### src/rtl/euc_cn_mule_transcoder_defines.svh
// Assertion macros used by the transcoder top level.
`ifndef EUC_CN_MULE_TRANSCODER_DEFINES_SVH
`define EUC_CN_MULE_TRANSCODER_DEFINES_SVH

// Same-cycle implication, sampled on clk, off while rst_n is low.
`define ECMT_ASSERT_IMP(lbl, ante, cons) \
  lbl: assert property (@(posedge clk) disable iff (!rst_n) (ante) |-> (cons)) \
    else $error("transcoder assertion failed");

// Next-cycle implication, sampled on clk, off while rst_n is low.
`define ECMT_ASSERT_NXT(lbl, ante, cons) \
  lbl: assert property (@(posedge clk) disable iff (!rst_n) (ante) |=> (cons)) \
    else $error("transcoder assertion failed");

`endif

### src/rtl/ecmt_pkg.sv
// Types, constants and register codes of the EUC-CN / MULE transcoder.
package ecmt_pkg;

  localparam int COUNT_WIDTH_DEF = 31;
  localparam int CONSUMED_W      = 31;
  localparam int MAX_RESULTS     = 4;
  localparam int CFG_IDX_W       = 2;
  localparam int CFG_DATA_W      = 8;

  localparam logic [CFG_IDX_W-1:0] REG_DIRECTION = 2'd0;
  localparam logic [CFG_IDX_W-1:0] REG_NO_ERROR  = 2'd1;
  localparam logic [CFG_IDX_W-1:0] REG_GB_LEADER = 2'd2;

  localparam logic [7:0] GB_LEADER_RST = 8'd129;

  localparam logic [1:0] ST_OK      = 2'd0;
  localparam logic [1:0] ST_INVALID = 2'd1;
  localparam logic [1:0] ST_UNTRANS = 2'd2;

  localparam logic DIR_TO_MULE = 1'b0;

  typedef enum logic [2:0] {
    PH_START = 3'b001,
    PH_ONE   = 3'b010,
    PH_TWO   = 3'b100
  } phase_t;

  typedef struct packed {
    logic [7:0] in_byte;
    logic       byte_present;
    logic       end_of_string;
  } in_item_t;

  typedef struct packed {
    logic [7:0]            out_byte;
    logic                  is_terminator;
    logic [1:0]            status;
    logic [CONSUMED_W-1:0] consumed;
    logic                  last_of_run;
  } out_item_t;

  typedef struct packed {
    logic       direction;
    logic       no_error;
    logic [7:0] gb_leader;
  } cfg_t;

  typedef struct packed {
    phase_t     phase;
    logic [7:0] held_first;
    logic [7:0] held_second;
    logic       stopped;
    logic [1:0] stop_cause;
  } conv_state_t;

endpackage

### src/rtl/ecmt_step.sv
// Conversion of one item: next state, next count and up to four results.
module ecmt_step #(
  parameter int COUNT_WIDTH = ecmt_pkg::COUNT_WIDTH_DEF
) (
  input  ecmt_pkg::cfg_t        cfg,
  input  ecmt_pkg::conv_state_t st,
  input  logic [COUNT_WIDTH-1:0] cnt,
  input  ecmt_pkg::in_item_t    item,
  output ecmt_pkg::conv_state_t st_nxt,
  output logic [COUNT_WIDTH-1:0] cnt_nxt,
  output ecmt_pkg::out_item_t   res [ecmt_pkg::MAX_RESULTS],
  output logic [2:0]            res_cnt
);

  always_comb begin
    ecmt_pkg::conv_state_t        s;
    logic                         high;
    logic [1:0]                   add_k;
    logic [1:0]                   nb;
    logic [7:0]                   bb [3];
    logic                         fail_en;
    logic [1:0]                   fail_cause;
    logic [COUNT_WIDTH:0]         sum;
    logic [COUNT_WIDTH-1:0]       c;
    logic [COUNT_WIDTH+ecmt_pkg::CONSUMED_W-1:0] ext;
    logic [2:0]                   n;

    s          = st;
    high       = item.in_byte[7];
    add_k      = 2'd0;
    nb         = 2'd0;
    bb[0]      = item.in_byte;
    bb[1]      = item.in_byte;
    bb[2]      = item.in_byte;
    fail_en    = 1'b0;
    fail_cause = ecmt_pkg::ST_INVALID;

    if (item.byte_present && !st.stopped) begin
      if (cfg.direction == ecmt_pkg::DIR_TO_MULE) begin
        if (st.phase == ecmt_pkg::PH_START) begin
          if (high) begin
            s.held_first = item.in_byte;
            s.phase      = ecmt_pkg::PH_ONE;
          end else if (item.in_byte == 8'd0) begin
            fail_en = 1'b1;
          end else begin
            nb    = 2'd1;
            add_k = 2'd1;
          end
        end else if (high) begin
          // leader, lead byte, trail byte
          nb      = 2'd3;
          bb[0]   = cfg.gb_leader;
          bb[1]   = st.held_first;
          add_k   = 2'd2;
          s.phase = ecmt_pkg::PH_START;
        end else begin
          fail_en = 1'b1;
        end
      end else begin
        if (st.phase == ecmt_pkg::PH_START) begin
          if (high) begin
            if (item.in_byte != cfg.gb_leader) begin
              fail_en    = 1'b1;
              fail_cause = ecmt_pkg::ST_UNTRANS;
            end else begin
              s.held_first = item.in_byte;
              s.phase      = ecmt_pkg::PH_ONE;
            end
          end else if (item.in_byte == 8'd0) begin
            fail_en = 1'b1;
          end else begin
            nb    = 2'd1;
            add_k = 2'd1;
          end
        end else if (!high) begin
          fail_en = 1'b1;
        end else if (st.phase == ecmt_pkg::PH_ONE) begin
          s.held_second = item.in_byte;
          s.phase       = ecmt_pkg::PH_TWO;
        end else begin
          nb      = 2'd2;
          bb[0]   = st.held_second;
          add_k   = 2'd3;
          s.phase = ecmt_pkg::PH_START;
        end
      end
      if (nb == 2'd2) begin
        bb[1] = item.in_byte;
      end
    end

    // saturating add of the bytes just committed
    sum = {1'b0, cnt} + (COUNT_WIDTH+1)'(add_k);
    c   = sum[COUNT_WIDTH] ? {COUNT_WIDTH{1'b1}} : sum[COUNT_WIDTH-1:0];

    // a partial character at the end of the string is truncated
    if (item.end_of_string && !s.stopped && !fail_en && s.phase != ecmt_pkg::PH_START) begin
      fail_en = 1'b1;
    end

    if (fail_en) begin
      s.phase   = ecmt_pkg::PH_START;
      s.stopped = 1'b1;
      if (!cfg.no_error) begin
        s.stop_cause = fail_cause;
      end
    end

    ext = {{ecmt_pkg::CONSUMED_W{1'b0}}, c};

    for (int i = 0; i < ecmt_pkg::MAX_RESULTS; i++) begin
      res[i] = '0;
    end
    n = 3'd0;
    for (int i = 0; i < 3; i++) begin
      if (2'(i) < nb) begin
        res[i].out_byte = bb[i];
        n = n + 3'd1;
      end
    end
    if (fail_en && !cfg.no_error) begin
      res[n[1:0]].status   = fail_cause;
      res[n[1:0]].consumed = ext[ecmt_pkg::CONSUMED_W-1:0];
      n = n + 3'd1;
    end
    if (item.end_of_string) begin
      res[n[1:0]].is_terminator = 1'b1;
      res[n[1:0]].status        = s.stop_cause;
      res[n[1:0]].consumed      = ext[ecmt_pkg::CONSUMED_W-1:0];
      n = n + 3'd1;
      // rearm for the next string
      s.phase      = ecmt_pkg::PH_START;
      s.stopped    = 1'b0;
      s.stop_cause = ecmt_pkg::ST_OK;
      c            = '0;
    end
    for (int i = 0; i < ecmt_pkg::MAX_RESULTS; i++) begin
      res[i].last_of_run = (3'(i) + 3'd1 == n);
    end

    st_nxt  = s;
    cnt_nxt = c;
    res_cnt = n;
  end

endmodule

### src/rtl/euc_cn_mule_transcoder.sv
// EUC-CN / MULE internal code byte-stream transcoder, top level.
//
// At most one source byte per input item; the direction register picks EUC-CN
// to MULE (ASCII passes, a high byte pair gets the GB2312 leader in front) or
// MULE to EUC-CN (leader checked and stripped). Each item is converted in the
// cycle it is accepted and its zero to four results are written into a
// four-entry group buffer, which drains one result per cycle into the output
// register while the output is not stalled. The next item is taken once the
// group buffer is empty or hands its last result to the output register, so
// single-result items stream at one per cycle when the output is not stalled,
// while the byte that completes a character in EUC-CN to MULE (leader plus
// pair) gives three results, and four if it also ends the string. Output
// stalls hold the drain, and results reach out_valid from the output register.
// Configuration is written through cfg_we/cfg_idx/cfg_wdata and must only
// change while the block is idle. The consumed count saturates at
// 2^COUNT_WIDTH - 1 and is reported on error and terminator results.
`include "euc_cn_mule_transcoder_defines.svh"

module euc_cn_mule_transcoder #(
  parameter int COUNT_WIDTH = ecmt_pkg::COUNT_WIDTH_DEF
) (
  input  logic                            clk,
  input  logic                            rst_n,
  input  logic                            in_valid,
  output logic                            in_ready,
  input  ecmt_pkg::in_item_t              in_data,
  output logic                            out_valid,
  input  logic                            out_ready,
  output ecmt_pkg::out_item_t             out_data,
  input  logic                            cfg_we,
  input  logic [ecmt_pkg::CFG_IDX_W-1:0]  cfg_idx,
  input  logic [ecmt_pkg::CFG_DATA_W-1:0] cfg_wdata
);

  ecmt_pkg::cfg_t        cfg_r;
  ecmt_pkg::conv_state_t st_r;
  ecmt_pkg::conv_state_t st_nxt;
  logic [COUNT_WIDTH-1:0] cnt_r;
  logic [COUNT_WIDTH-1:0] cnt_nxt;

  ecmt_pkg::out_item_t   res [ecmt_pkg::MAX_RESULTS];
  logic [2:0]            res_cnt;

  // group buffer: results of the last accepted item
  ecmt_pkg::out_item_t   grp_r [ecmt_pkg::MAX_RESULTS];
  logic [2:0]            grp_cnt_r;
  logic [1:0]            grp_idx_r;

  logic                  out_valid_r;
  ecmt_pkg::out_item_t   out_data_r;

  logic                  mv;
  logic                  in_acc;

  // advance one buffered result into the output register when it is free
  assign mv       = (grp_cnt_r != 3'd0) && (!out_valid_r || out_ready);
  // take a new item once the group buffer is empty or giving up its last one;
  // hold off while reset is applied
  assign in_ready = rst_n && ((grp_cnt_r == 3'd0) || (grp_cnt_r == 3'd1 && mv));
  assign in_acc   = in_valid && in_ready;

  assign out_valid = out_valid_r;
  assign out_data  = out_data_r;

  ecmt_step #(
    .COUNT_WIDTH(COUNT_WIDTH)
  ) u_step (
    .cfg     (cfg_r),
    .st      (st_r),
    .cnt     (cnt_r),
    .item    (in_data),
    .st_nxt  (st_nxt),
    .cnt_nxt (cnt_nxt),
    .res     (res),
    .res_cnt (res_cnt)
  );

  // configuration registers
  always_ff @(posedge clk) begin
    if (!rst_n) begin
      cfg_r.direction <= 1'b0;
      cfg_r.no_error  <= 1'b0;
      cfg_r.gb_leader <= ecmt_pkg::GB_LEADER_RST;
    end else if (cfg_we) begin
      unique case (cfg_idx)
        ecmt_pkg::REG_DIRECTION: cfg_r.direction <= cfg_wdata[0];
        ecmt_pkg::REG_NO_ERROR:  cfg_r.no_error  <= cfg_wdata[0];
        ecmt_pkg::REG_GB_LEADER: cfg_r.gb_leader <= cfg_wdata;
        default: ;
      endcase
    end
  end

  // conversion state: update on every accepted item; held bytes are payload
  // and take no reset
  always_ff @(posedge clk) begin
    if (!rst_n) begin
      st_r.phase      <= ecmt_pkg::PH_START;
      st_r.stopped    <= 1'b0;
      st_r.stop_cause <= ecmt_pkg::ST_OK;
      cnt_r           <= '0;
    end else if (in_acc) begin
      st_r.phase       <= st_nxt.phase;
      st_r.stopped     <= st_nxt.stopped;
      st_r.stop_cause  <= st_nxt.stop_cause;
      st_r.held_first  <= st_nxt.held_first;
      st_r.held_second <= st_nxt.held_second;
      cnt_r            <= cnt_nxt;
    end
  end

  // group buffer control
  always_ff @(posedge clk) begin
    if (!rst_n) begin
      grp_cnt_r <= 3'd0;
      grp_idx_r <= 2'd0;
    end else if (in_acc) begin
      grp_cnt_r <= res_cnt;
      grp_idx_r <= 2'd0;
    end else if (mv) begin
      grp_cnt_r <= grp_cnt_r - 3'd1;
      grp_idx_r <= grp_idx_r + 2'd1;
    end
  end

  always_ff @(posedge clk) begin
    if (in_acc) begin
      for (int i = 0; i < ecmt_pkg::MAX_RESULTS; i++) begin
        grp_r[i] <= res[i];
      end
    end
  end

  // output register
  always_ff @(posedge clk) begin
    if (!rst_n) begin
      out_valid_r <= 1'b0;
    end else if (mv) begin
      out_valid_r <= 1'b1;
    end else if (out_ready) begin
      out_valid_r <= 1'b0;
    end
  end

  always_ff @(posedge clk) begin
    if (mv) begin
      out_data_r <= grp_r[grp_idx_r];
    end
  end

  `ECMT_ASSERT_IMP(a_term_is_last, out_valid_r && out_data_r.is_terminator, out_data_r.last_of_run)
  `ECMT_ASSERT_IMP(a_grp_in_range, grp_cnt_r != 3'd0, 3'(grp_idx_r) + grp_cnt_r <= 3'd4)
  `ECMT_ASSERT_NXT(a_end_rearms, in_acc && in_data.end_of_string, !st_r.stopped && cnt_r == '0)
  `ECMT_ASSERT_NXT(a_count_grows, in_acc && !in_data.end_of_string, cnt_r >= $past(cnt_r))

endmodule

### config.mk
export PLATFORM = sky130hd
export DESIGN_NAME = euc_cn_mule_transcoder
export DESIGN_NICKNAME = d
export VERILOG_FILES = /design/src/rtl/ecmt_pkg.sv /design/src/rtl/ecmt_step.sv /design/src/rtl/euc_cn_mule_transcoder.sv
export VERILOG_INCLUDE_DIRS = /design/src /design/src/rtl
export SDC_FILE = /design/constraint.sdc
export NUM_CORES = 1
export LEC_CHECK = 0
export BUFFER_PORTS_ARGS = -buffer_cell sky130_fd_sc_hd__buf_2
export CORE_UTILIZATION = 55
export DETAILED_ROUTE_END_ITERATION = 16
export PLACE_DENSITY_LB_ADDON = 0.25
export SYNTH_ARGS = -nofsm -noshare
export SYNTH_HDL_FRONTEND = slang
export SYNTH_SLANG_ARGS = --single-unit
### constraint.sdc
create_clock -name clk -period 12.1 [get_ports clk]
set_input_delay 0 -clock clk [delete_from_list [all_inputs] [get_ports clk]]
set_output_delay 0 -clock clk [all_outputs]
set_load 0.005 [all_outputs]
==> run metrics <==
clock-pin slew on the worst setup and hold paths=60 ps; io pins=70; Final ANT Viol Nets=0; Clock Skew=13.6 ps; GR Layer Usage met2=37.3%; Global Route met1 Usage=28.7%; synth top area cells=edfxtp_1, dfxtp_1, mux4_2, nor2_1, mux2i_1; Buf/Inv on CP=2; worst-path cell chain=inv_1 > nand3b_1 > nand4_1 > a21oi_1 > ha_1 > inv_1 > fa_1 > nand4b_1 > nor4_1 > nand2_1 > xnor2_1 > nor2_1 > nor2_1; Post-synth EDFFs=223; initial DRC count=482; fin. max-slew vios=0; Max-Slew Margin vs Limit=21.0%; Post-layout nets=1116; largest family of logic cells by synthesized area=simple AND/OR/NAND/NOR gates; chip height=152 um; met3 Resource Use GR=3.25%; GR peak layer=met2; main flop type after synthesis=edfxtp_1; period utilization=35.8%; chip width=152 um; Cell variety after synth=67; Root Driver=clkbuf_16; grt ovf=0; Placed Instance Area=13000 um2; antenna violations before repair=0; initial core utilization=56.4%; clock tree sinks=276; reg2reg start=st_r[21]; Synth Area in Compound Gates=6.46%; Max Cap Viol=0; Final Cell Area=14200 um2; worst slack, placed=7850 ps; Area Growth Syn to Fin=14.2%; # diodes=0; vias=7787; Mapped Area=12400 um2; worst path arrival time=4580 ps; htree depth=1; pwr/cell area=187 nW/um2; drt total wl=24.5 mm; crit-path max FO=17; XOR/XNOR Fraction of Synth Area=2.47%; Setup WS post-layout=7760 ps; Crit-path slowest cell=nor4_1; Multi-input gate area=4330 um2; Worst Path Required=12350 ps; area share of and/or/nand/nor cells after synthesis=14.2%; worst setup path category=reg -> reg; buffer depth of the longest clock path=3; Core ar.=22000 um2; violated checks=design-rule violations; # port buffers=69; Mapped Avg Cell Area=12.6 um2; Die Area=23100 um2; Tot GR Track Use=21.8%; FF/Latch Area=7760 um2; crit start category=flop; flops & latches, synth=276; Synth async-reset ratio=0%; Max VDD drop=0.234 mV; cell taking the most area after synthesis=edfxtp_1; TNS Setup=0 ps; Tmin final=4340 ps; slew at the pin closest to its max-slew limit=1180 ps; RePlAce Congestion=0.810; RSZ-0062 raised after global routing=no; Post-Syn Instances=984; leakage power=4.86 nW; vias in the first global route=7674; post-synth top area share=54.0%; Max Clock Freq=231 MHz; Wirelength per Cell=17.8 um; sequential area share after synthesis=62.6%; crit path capture type=flop; TritonCTS clock tree=done; Synthesis Warnings=0; outcome=finished with violations; Syn Nets=1026; # DRC=6; crit path from=st_r[21]; crit-path max cell delay=870 ps; first-pass GRT wire length=39.9 mm; largest net degree at the start of global routing=92; latest clock arrival within the worst-skew pair=540 ps; CTS buffer count=28; worst min path class=in -> reg; adder-cell area share of the yosys netlist=1.78%; dpl hpwl=14.8 mm; Top delay family on crit path=simple AND/OR/NAND/NOR gates; fillers=1612; final core occ=64.5%; DRT Pass-1 Iters=11; # setup viols final=0; vias per inst=5.66; HP Start=in_data[9]; Final Hold Fails=0; layout cells sized above 1=17.0%; mux cell area share after synthesis=9.83%; Site Rows=54
## flip-flops by register name (all words and copies together), names as in the netlist
name / cells
cfg_r: 10
cnt_r: 31
grp_cnt_r: 3
grp_idx_r: 2
grp_r: 164
out_data: 43
out_valid: 1
st_r: 22
## cell families (layout without fill, tap and decap cells)
family,count (synthesis),count (layout)
adders and majority gates,17,17
AOI/OAI and AO/OA,124,124
DFF,276,276
muxes,77,77
buffers and inverters,78,190
xor gates and xnor gates,35,35
and+or+nand+nor,377,377
## metal layers
metal / part of all wire, % / up-vias
met4: 2.3 / 0
met1: 43 / 3790
met3: 4.6 / 45
met2: 50 / 204
li1: - / 3748
met5: 0 / -
## what timing repair did
item	4_1_cts	5_1_grt
hold endpoints to repair	42	0
buffers inserted	0	0
hold buffers	33	0
resized for setup	0	0
## worst register-to-register path, delay by kind of cell, from the launching register on
kind                     cells  cell delay (ps)
flip-flops                   1              440
AND/OR/NAND/NOR              7             2340
buffers and inverters        2              160
AO/OA/AOI/OAI                1              240
adder cells (fa/ha/maj)      2              670
XOR/XNOR                     1              180
## area by class of cell
type / instances / share of cell area (%)
clock buffer: 46 / 5.86
clock inverter: 6 / 0.248
inverter: 27 / 0.751
multi-input combinational: 630 / 30.6
sequential: 276 / 54.8
tap: 280 / 2.48
timing repair buffer: 111 / 5.25
## worst paths after layout
kind | slack (ps) | cells after the start | endpoint
setup / recovery | 7760 | 13 | grp_r[3][29]
hold / removal | 20 | 2 | grp_r[2][42]
setup reg to reg | 7760 | 13 | grp_r[3][29]
hold reg to reg | 460 | 2 | st_r[1]
## stage by stage
stage,total power (W),hold WS [ps],instances
after floorplan,0.00169,125,984
after global placement,0.00185,209,1291
after detailed placement,0.00187,220,1291
after CTS,0.00268,4.57,1376
after global routing,0.00278,27.6,1376
final,0.00265,18.3,1376
## layout by cell type, fill, tap and decap left out, types with 5 or more instances in the layout
master,instances
buf_2,69
xnor2_1,23
and4_1,5
dfxtp_1,51
nor3b_1,6
a21oi_1,20
nand2_1,78
ha_1,16
xor2_1,12
mux4_2,35
nor2b_1,12
nor2_1,181
edfxtp_1,223
clkbuf_1,13
buf_4,9
dlygate4sd3_1,33
nand3_1,13
a31oi_1,5
clkbuf_16,29
mux2i_1,34
o21ai_0,53
nand4_1,7
nand2b_1,7
mux2_2,8
and2_1,28
inv_1,25
o22ai_1,11
and3_1,14
## Yosys cell counts (7+ instances only)
| library cell | number |
|---|---|
| a21oi_1 | 23 |
| and2_1 | 28 |
| and3_1 | 14 |
| clkbuf_1 | 36 |
| dfxtp_1 | 53 |
| edfxtp_1 | 223 |
| ha_1 | 16 |
| inv_1 | 25 |
| mux2_2 | 8 |
| mux2i_1 | 34 |
| mux4_2 | 35 |
| nand2_1 | 78 |
| nand2b_1 | 7 |
| nand3_1 | 13 |
| nand4_1 | 7 |
| nor2_1 | 182 |
| nor2b_1 | 12 |
| o21ai_0 | 53 |
| o22ai_1 | 11 |
| xnor2_1 | 23 |
| xor2_1 | 12 |
## power breakdown
group          total [W]  leakage (nW)  switching (W)  internal, W
sequential       0.00133          2.47      0.0000592      0.00127
combinational   0.000515          1.97       0.000305     0.000210
clock           0.000807         0.417       0.000341     0.000466
total            0.00265          4.86       0.000705      0.00195
(Power assumes the default switching activity.)
